===== config.mk =====
export PLATFORM = sky130hd
export DESIGN_NAME = pmx_permutation_crossover
export DESIGN_NICKNAME = d
export VERILOG_FILES = /design/src/sv/pmx_pkg.sv /design/src/sv/pmx_ctrl.sv /design/src/sv/pmx_dpath.sv /design/src/sv/pmx_permutation_crossover.sv
export SDC_FILE = /design/constraint.sdc
export NUM_CORES = 2
export LEC_CHECK = 0
export BUFFER_PORTS_ARGS = -buffer_cell sky130_fd_sc_hd__buf_2
export CAP_MARGIN = 20
export CORE_UTILIZATION = 25
export CTS_BUF_LIST = sky130_fd_sc_hd__clkbuf_4 sky130_fd_sc_hd__clkbuf_8
export CTS_CLUSTER_SIZE = 20
export DETAILED_ROUTE_END_ITERATION = 10
export SLEW_MARGIN = 20
export SYNTH_ARGS = -nofsm -noshare
export SYNTH_HDL_FRONTEND = slang
export SYNTH_SLANG_ARGS = --single-unit

===== constraint.sdc =====
create_clock -name clk -period 8.2 [get_ports clk]
set_clock_uncertainty 0.15 [all_clocks]
set_input_delay 0.82 -clock clk [delete_from_list [all_inputs] [get_ports clk]]
set_output_delay 0.82 -clock clk [all_outputs]
set_load 0.005 [all_outputs]

===== src/sv/pmx_pkg.sv =====
package pmx_pkg;

  localparam int GENE_W = 6;
  localparam int TLEN_W = 7;
  localparam logic [TLEN_W-1:0] TLEN_RESET = 7'd64;
  localparam logic [TLEN_W-1:0] TLEN_MIN = 7'd2;

  typedef struct packed {
    logic load_we;
    logic start;
    logic idx_to_zero;
    logic idx_inc;
    logic map_we;
    logic chain_init;
    logic chain_step;
    logic out_load;
  } pmx_cmd_t;

  typedef struct packed {
    logic build_done;
    logic chain_busy;
    logic last_pos;
  } pmx_sts_t;

endpackage


===== src/sv/pmx_ctrl.sv =====
module pmx_ctrl import pmx_pkg::*; (
  input  logic      clk,
  input  logic      rst_n,
  input  logic      in_tvalid,
  input  logic      in_mode,
  output logic      in_tready,
  output logic      out_tvalid,
  input  logic      out_tready,
  output pmx_cmd_t  cmd,
  input  pmx_sts_t  sts
);

  localparam logic [2:0] S_IDLE   = 3'd0;
  localparam logic [2:0] S_B_RD   = 3'd1;
  localparam logic [2:0] S_B_WR   = 3'd2;
  localparam logic [2:0] S_E_RD   = 3'd3;
  localparam logic [2:0] S_E_CHK  = 3'd4;
  localparam logic [2:0] S_C_TEST = 3'd5;
  localparam logic [2:0] S_C_UPD  = 3'd6;
  localparam logic [2:0] S_OUT    = 3'd7;

  logic [2:0] state_r, state_nxt;

  assign in_tready  = (state_r == S_IDLE);
  assign out_tvalid = (state_r == S_OUT);

  always_comb begin
    state_nxt = state_r;
    cmd       = '0;
    case (state_r)
      S_IDLE: begin
        if (in_tvalid) begin
          if (in_mode) begin
            cmd.start = 1'b1;
            state_nxt = S_B_RD;
          end else begin
            cmd.load_we = 1'b1;
          end
        end
      end
      S_B_RD: state_nxt = S_B_WR;
      S_B_WR: begin
        cmd.map_we = 1'b1;
        if (sts.build_done) begin
          cmd.idx_to_zero = 1'b1;
          state_nxt       = S_E_RD;
        end else begin
          cmd.idx_inc = 1'b1;
          state_nxt   = S_B_RD;
        end
      end
      S_E_RD: state_nxt = S_E_CHK;
      S_E_CHK: begin
        cmd.chain_init = 1'b1;
        state_nxt      = S_C_TEST;
      end
      S_C_TEST: begin
        if (sts.chain_busy) begin
          state_nxt = S_C_UPD;
        end else begin
          cmd.out_load = 1'b1;
          state_nxt    = S_OUT;
        end
      end
      S_C_UPD: begin
        cmd.chain_step = 1'b1;
        state_nxt      = S_C_TEST;
      end
      S_OUT: begin
        if (out_tready) begin
          if (sts.last_pos) begin
            state_nxt = S_IDLE;
          end else begin
            cmd.idx_inc = 1'b1;
            state_nxt   = S_E_RD;
          end
        end
      end
      default: state_nxt = S_IDLE;
    endcase
  end

  always_ff @(posedge clk) begin
    if (!rst_n) begin
      state_r <= S_IDLE;
    end else begin
      state_r <= state_nxt;
    end
  end

endmodule


===== src/sv/pmx_dpath.sv =====
module pmx_dpath import pmx_pkg::*; #(
  parameter int MAX_GENES = 64
) (
  input  logic              clk,
  input  logic              rst_n,
  input  logic              cfg_we,
  input  logic [TLEN_W-1:0] cfg_wdata,
  input  logic [GENE_W-1:0] in_position,
  input  logic [GENE_W-1:0] in_first_gene,
  input  logic [GENE_W-1:0] in_second_gene,
  input  logic [GENE_W-1:0] in_cut_low,
  input  logic [GENE_W-1:0] in_cut_high,
  input  pmx_cmd_t          cmd,
  output pmx_sts_t          sts,
  output logic [23:0]       out_tdata,
  output logic              out_tlast
);

  localparam int DEPTH = (MAX_GENES < 64) ? MAX_GENES : 64;
  localparam int AW    = $clog2(DEPTH);

  logic [TLEN_W-1:0] tlen_r;
  logic [TLEN_W-1:0] n_len;
  logic [GENE_W-1:0] last_idx;

  logic [GENE_W-1:0] lo_sw, hi_sw, lo_cl, hi_cl;
  logic [GENE_W-1:0] lo_r, hi_r, idx_r;

  logic [GENE_W-1:0] fp_mem [DEPTH];
  logic [GENE_W-1:0] sp_mem [DEPTH];
  logic [GENE_W-1:0] m1_mem [DEPTH];
  logic [GENE_W-1:0] m2_mem [DEPTH];
  logic [GENE_W-1:0] fp_rd_r, sp_rd_r, m1_rd_r, m2_rd_r;
  logic [DEPTH-1:0]  mv1_r, mv2_r;

  logic [GENE_W-1:0] v1_r, v2_r;
  logic [TLEN_W-1:0] steps_r;
  logic              seg_r;
  logic              in_seg, act1, act2;
  logic              pos_ok, fp_ok, sp_ok, v1_ok, v2_ok;

  logic [GENE_W-1:0] o_pos_r, o_c1_r, o_c2_r;
  logic              o_last_r;

  always_ff @(posedge clk) begin
    if (!rst_n) begin
      tlen_r <= TLEN_RESET;
    end else if (cfg_we) begin
      tlen_r <= cfg_wdata;
    end
  end

  always_comb begin
    if (tlen_r < TLEN_MIN) begin
      n_len = TLEN_MIN;
    end else if (tlen_r > TLEN_W'(DEPTH)) begin
      n_len = TLEN_W'(DEPTH);
    end else begin
      n_len = tlen_r;
    end
  end
  assign last_idx = GENE_W'(n_len - 7'd1);

  // cut ordering and clamp
  assign lo_sw = (in_cut_low > in_cut_high) ? in_cut_high : in_cut_low;
  assign hi_sw = (in_cut_low > in_cut_high) ? in_cut_low : in_cut_high;
  assign lo_cl = (lo_sw > last_idx) ? last_idx : lo_sw;
  assign hi_cl = (hi_sw > last_idx) ? last_idx : hi_sw;

  always_ff @(posedge clk) begin
    if (cmd.start) begin
      lo_r  <= lo_cl;
      hi_r  <= hi_cl;
      idx_r <= lo_cl;
    end else if (cmd.idx_to_zero) begin
      idx_r <= '0;
    end else if (cmd.idx_inc) begin
      idx_r <= idx_r + 6'd1;
    end
  end

  // parent stores
  assign pos_ok = (32'(in_position) < MAX_GENES);

  always_ff @(posedge clk) begin
    if (cmd.load_we && pos_ok) begin
      fp_mem[in_position[AW-1:0]] <= in_first_gene;
      sp_mem[in_position[AW-1:0]] <= in_second_gene;
    end
    fp_rd_r <= fp_mem[idx_r[AW-1:0]];
    sp_rd_r <= sp_mem[idx_r[AW-1:0]];
  end

  // segment maps: data in memory, valid bits in flops
  assign fp_ok = (32'(fp_rd_r) < MAX_GENES);
  assign sp_ok = (32'(sp_rd_r) < MAX_GENES);

  always_ff @(posedge clk) begin
    if (cmd.map_we && sp_ok) begin
      m1_mem[sp_rd_r[AW-1:0]] <= fp_rd_r;
    end
    if (cmd.map_we && fp_ok) begin
      m2_mem[fp_rd_r[AW-1:0]] <= sp_rd_r;
    end
    m1_rd_r <= m1_mem[v1_r[AW-1:0]];
    m2_rd_r <= m2_mem[v2_r[AW-1:0]];
  end

  always_ff @(posedge clk) begin
    if (!rst_n || cmd.start) begin
      mv1_r <= '0;
      mv2_r <= '0;
    end else if (cmd.map_we) begin
      if (sp_ok) begin
        mv1_r[sp_rd_r[AW-1:0]] <= 1'b1;
      end
      if (fp_ok) begin
        mv2_r[fp_rd_r[AW-1:0]] <= 1'b1;
      end
    end
  end

  // mapping chains, stepped together
  assign in_seg = (idx_r >= lo_r) && (idx_r <= hi_r);
  assign v1_ok  = (32'(v1_r) < MAX_GENES);
  assign v2_ok  = (32'(v2_r) < MAX_GENES);
  assign act1   = !seg_r && (steps_r < n_len) && v1_ok && mv1_r[v1_r[AW-1:0]];
  assign act2   = !seg_r && (steps_r < n_len) && v2_ok && mv2_r[v2_r[AW-1:0]];

  always_ff @(posedge clk) begin
    if (cmd.chain_init) begin
      v1_r    <= in_seg ? sp_rd_r : fp_rd_r;
      v2_r    <= in_seg ? fp_rd_r : sp_rd_r;
      seg_r   <= in_seg;
      steps_r <= '0;
    end else if (cmd.chain_step) begin
      if (act1) begin
        v1_r <= m1_rd_r;
      end
      if (act2) begin
        v2_r <= m2_rd_r;
      end
      steps_r <= steps_r + 7'd1;
    end
  end

  always_ff @(posedge clk) begin
    if (cmd.out_load) begin
      o_pos_r  <= idx_r;
      o_c1_r   <= v1_r;
      o_c2_r   <= v2_r;
      o_last_r <= (idx_r == last_idx);
    end
  end

  assign sts.build_done = (idx_r == hi_r);
  assign sts.chain_busy = act1 || act2;
  assign sts.last_pos   = (idx_r == last_idx);

  assign out_tdata = {6'd0, o_c2_r, o_c1_r, o_pos_r};
  assign out_tlast = o_last_r;

endmodule


===== src/sv/pmx_permutation_crossover.sv =====
// Partially mapped crossover of two parent permutations.
// Input channel (in_): tuser is the mode. Mode 0 loads one gene pair at a
// position and gives no output beat. Mode 1 carries the two cut points and
// starts a crossover run over positions 0 .. L-1, where L is tour_length
// clamped to 2 .. min(MAX_GENES, 64).
// Output channel (out_): one beat per position with both child genes;
// tlast marks position L-1.
// A run first builds the segment maps, a parent read and a map write per
// segment position, then for each position reads the parents and steps both
// mapping chains together (one map memory read each) before the beat is shown.
// in_tready is low for the whole run. The output register holds a beat
// until out_tready takes it; the next position starts only then, so a
// stalled receiver simply stretches the run.
// Reset sets tour_length to 64 and returns the controller to idle; the
// parent stores hold nothing defined until loaded.
// cfg_we writes tour_length; write it only while no run is in progress.
module pmx_permutation_crossover import pmx_pkg::*; #(
  parameter int MAX_GENES = 64
) (
  input  logic        clk,
  input  logic        rst_n,
  input  logic        cfg_we,
  input  logic [6:0]  cfg_wdata,   // tour_length
  input  logic        in_tvalid,
  output logic        in_tready,
  input  logic [31:0] in_tdata,    // position, first_parent_gene,
                                   // second_parent_gene, cut_low, cut_high
  input  logic        in_tuser,    // mode
  output logic        out_tvalid,
  input  logic        out_tready,
  output logic [23:0] out_tdata,   // out_position, child_one_gene, child_two_gene
  output logic        out_tlast
);

  pmx_cmd_t cmd;
  pmx_sts_t sts;

  pmx_ctrl u_ctrl (
    .clk        (clk),
    .rst_n      (rst_n),
    .in_tvalid  (in_tvalid),
    .in_mode    (in_tuser),
    .in_tready  (in_tready),
    .out_tvalid (out_tvalid),
    .out_tready (out_tready),
    .cmd        (cmd),
    .sts        (sts)
  );

  pmx_dpath #(
    .MAX_GENES (MAX_GENES)
  ) u_dpath (
    .clk            (clk),
    .rst_n          (rst_n),
    .cfg_we         (cfg_we),
    .cfg_wdata      (cfg_wdata),
    .in_position    (in_tdata[5:0]),
    .in_first_gene  (in_tdata[11:6]),
    .in_second_gene (in_tdata[17:12]),
    .in_cut_low     (in_tdata[23:18]),
    .in_cut_high    (in_tdata[29:24]),
    .cmd            (cmd),
    .sts            (sts),
    .out_tdata      (out_tdata),
    .out_tlast      (out_tlast)
  );

endmodule


==> qor.yml <==
critical_path:
  crit_top_cell: "o21a_1"
  critPathTopFamily: "compound AO/OA/AOI/OAI gates"
  crit_type: "flop to flop"
  end_kind: "flop"
  crit_fanout: 8
  critPathMaxStageDelay_ns: 0.57
  worst_ep_required_time_ns: 8.78
  path_cells: "or4_1 -> o21a_1 -> inv_1 -> ha_1 -> xor2_1 -> ha_1 -> o21a_1 -> o21a_1 -> o21a_1 -> o21a_1 -> o22ai_1 -> mux2_2"
  r2r-end: "u_dpath.hi_r[4]"
  reg2reg_from: "u_dpath.tlen_r[3]"
  crit_start: "u_dpath.tlen_r[3]"
  critPathArrivalTime_ns: 5.15
  r2r_cells: 12
  r2r_setup_slack_ns: 3.62
  start_kind: "flop"
  critPathSlowestCell: "or4_1"
  cp_num_buf_inv: 1
hold_path:
  min_to: "u_ctrl.state_r[0]"
  hp-start: "in_tvalid"
  whs_path_depth: 4
  hp-class: "input pin to flop"
cts:
  cts_tree: "done"
  htreeDepth: 5
  worstSkewPairLatency_ns: 1.02
  clockBufferDepth: 4
  cts.sink_count: 1755
  cts_buffers: 300
  clk_pin_slew_ns: 0.06
  cts_root_buf: "clkbuf_8"
synth:
  synth-seq-area-share_pct: 74.4
  syn_avg_cell_area_um2: 21.2
  yosysUniqueCellTypes: 58
  netlist_top_cells_area: "edfxtp_1 (69%), mux4_2 (17%), dfxtp_1 (4.9%)"
  yosysWarningCount: 0
  synthFlopType: "edfxtp_1"
  synth_top_area_cell: "edfxtp_1"
  netlist_area_mm2: 0.0686
  ys_ff_latch: 1755
  synth_edf_count: 1586
  syn-instance-count: 3242
  synthArstFlopShare_pct: 0
  yosysTopAreaCellShare_pct: 69.4
route:
  viasPerCell: 4.47
  drt_iter0_drc: 2940
  num_vias: 32600
  drc: 0
  post_drt_wl_per_cell_um: 21.7
  routed_wl_um: 158000
  antenna_left: 0
  drt-pass1-iter-count: 5
final_layout:
  fin_cells: 7302
  fill_cells: 26200
  syn2layout_area_growth_pct: 15.3
  final_layout_size_suffix_gt1_share_pct: 31.7
  nNetsFinal: 3598
  multi_input_area_mm2: 0.0167
  final-seq-area_mm2: 0.0510
global_routing:
  grt_pass1_wl_um: 232000
  grt_antenna_before_repair: 25
  grt_util_all_layers_pct: 11.3
  grt_max_degree: 144
  grt.overflow.total: 0
  grt_pass1_vias: 33900
placement:
  dp_cells: 6771
  numPortBuffers: 63
  place_congestion: 0.789
  dp_hpwl_um: 95000
floorplan:
  design.core.area_mm2: 0.272
  dieArea_mm2: 0.276
  die_h_um: 526
  die_x_um: 526
  initial_utilization_pct: 25.2
  placementRows: 191
  io_pins: 72
timing:
  fmax_mhz: 218
  fin_setup_tns_ns: 0
  hold_viol: 0
  fin_crit_ns: 4.58
  tightestPinTransition_ns: 1.19
  setup_viol: 0
  rsz0062_at_grt: "no"
  period_share_pct: 55.8
  finalMaxSlewViolations: 0
  slew_headroom_pct: 20.2
run_status:
  outcome: "finished clean"
job:
  drv_cap: 0
power:
  static-leakage-power_nw: 24.6
  power.density_mw_per_mm2: 248
  irDropWorstVdd_uv: 276
[registers in the layout (all words and copies together) (netlist names)]
register	flops
u_dpath.fp_mem	384
u_dpath.m1_mem	384
u_dpath.m2_mem	384
u_dpath.sp_mem	384
u_dpath.mv1_r	64
u_dpath.mv2_r	64
u_dpath.steps_r	7
u_dpath.tlen_r	7
u_dpath.fp_rd_r	6
u_dpath.hi_r	6
u_dpath.idx_r	6
u_dpath.lo_r	6
u_dpath.m1_rd_r	6
u_dpath.m2_rd_r	6
u_dpath.o_c1_r	6
u_dpath.o_c2_r	6
u_dpath.o_pos_r	6
u_dpath.sp_rd_r	6
u_dpath.v1_r	6
u_dpath.v2_r	6
u_ctrl.state_r	3
u_dpath.out_tlast	1
u_dpath.seg_r	1
[per-stage QoR]
stage / power (mW) / setup WS (ns) / utilization (%) / cell area [um2] / hold WS [ns]
2_1_floorplan: 11.4 / 3.47 / - / 68600 / 0.274
3_3_place_gp: 12.1 / 2.48 / 26.9 / 73100 / 0.290
3_5_place_dp: 12.2 / 2.45 / 26.9 / 73200 / 0.298
4_1_cts: 19.8 / 3.56 / 29.1 / 79000 / 0.0101
5_1_grt: 20.3 / 3.41 / 29.1 / 79100 / 0.0848
6_report: 19.6 / 3.62 / 29.1 / 79100 / 0.156
[area by class of cell]
| type | count | share of cell area (%) |
|---|---|---|
| flip-flops and latches | 1755 | 64.5 |
| multi-input cells | 1283 | 21.1 |
| clock buffers | 422 | 6.56 |
| well taps | 3570 | 5.65 |
| repair buffers | 138 | 1.28 |
| clock inverters | 82 | 0.630 |
| inverters | 36 | 0.171 |
| diodes | 16 | 0.0506 |
[cell usage in the layout (no fill, tap or decap), drive strengths merged, types with 39 or more instances in the layout]
cell type	count
buf	127
clkbuf	422
clkinv	71
dfxtp	169
edfxtp	1586
ha	39
mux2i	46
mux4	526
nand2	77
nor2	223
o21a	144
[worst register-to-register path, stage by stage (launching register included)]
cell     delay (ns)
dfxtp_1        0.38
or4_1          0.57
o21a_1         0.27
inv_1          0.19
ha_1           0.26
xor2_1         0.55
ha_1           0.38
o21a_1         0.12
o21a_1         0.18
o21a_1         0.17
o21a_1         0.16
o22ai_1        0.55
mux2_2         0.41
[synth_stat cells, types with 7 or more instances]
cell      number
buf_1         28
nand4_1       12
dfxtp_1      169
or3_1         11
nand2_1       77
buf_4         19
nor3_1        10
buf_2         30
inv_1         33
mux4_2       526
mux2i_1       46
o211ai_1      23
xor2_1         9
nor2b_1       22
mux2_1         7
nor2_1       223
nand3_1       21
nand2b_1      10
edfxtp_1    1586
o22ai_1        8
clkbuf_1      82
buf_6         14
ha_1          39
o21a_1       144
nand3b_1       9
a21oi_1        7
xnor2_1        8
[metal layers]
layer | track usage [%] | wire, um
met1 | 14.6 | 66400
met2 | 18.2 | 77400
met3 | 2.66 | 10500
met4 | 4.06 | 4030
met5 | 0 | 49
[repair_timing]
action / CTS / global route
setup buffers: 0 / 0
resized for setup: 0 / 0
endpoints found under the hold margin: 10 / 0
hold buffers: 11 / 0
[worst max path at each step]
| stage | end | slack (ns) | depth (start not counted) |
|---|---|---|---|
| after floorplan | u_dpath.hi_r[1] | 3.47 | 17 |
| after global placement | u_dpath.hi_r[1] | 2.48 | 17 |
| after detailed placement | u_dpath.hi_r[4] | 2.45 | 17 |
| after CTS | u_dpath.hi_r[4] | 3.56 | 17 |
| after global routing | u_dpath.hi_r[1] | 3.41 | 12 |
| final | u_dpath.hi_r[4] | 3.62 | 12 |
[report_power, final]
part | internal (mW) | switching (mW) | total (mW)
clock | 4.21 | 3.41 | 7.62
sequential | 10.2 | 0.0288 | 10.3
combinational | 0.501 | 1.20 | 1.70
total | 14.9 | 4.63 | 19.6
[logic make-up after synthesis]
kind of cell | share of synthesized area, %
adder cells (fa/ha/maj) | 0.711
other | 0.00547
buffers and inverters | 1.46
XOR/XNOR | 0.217
multiplexers | 18.1
AO/OA/AOI/OAI | 2.32
AND/OR/NAND/NOR | 2.77
flip-flops | 74.4
No activity file was read; power rests on OpenSTA's default activity.
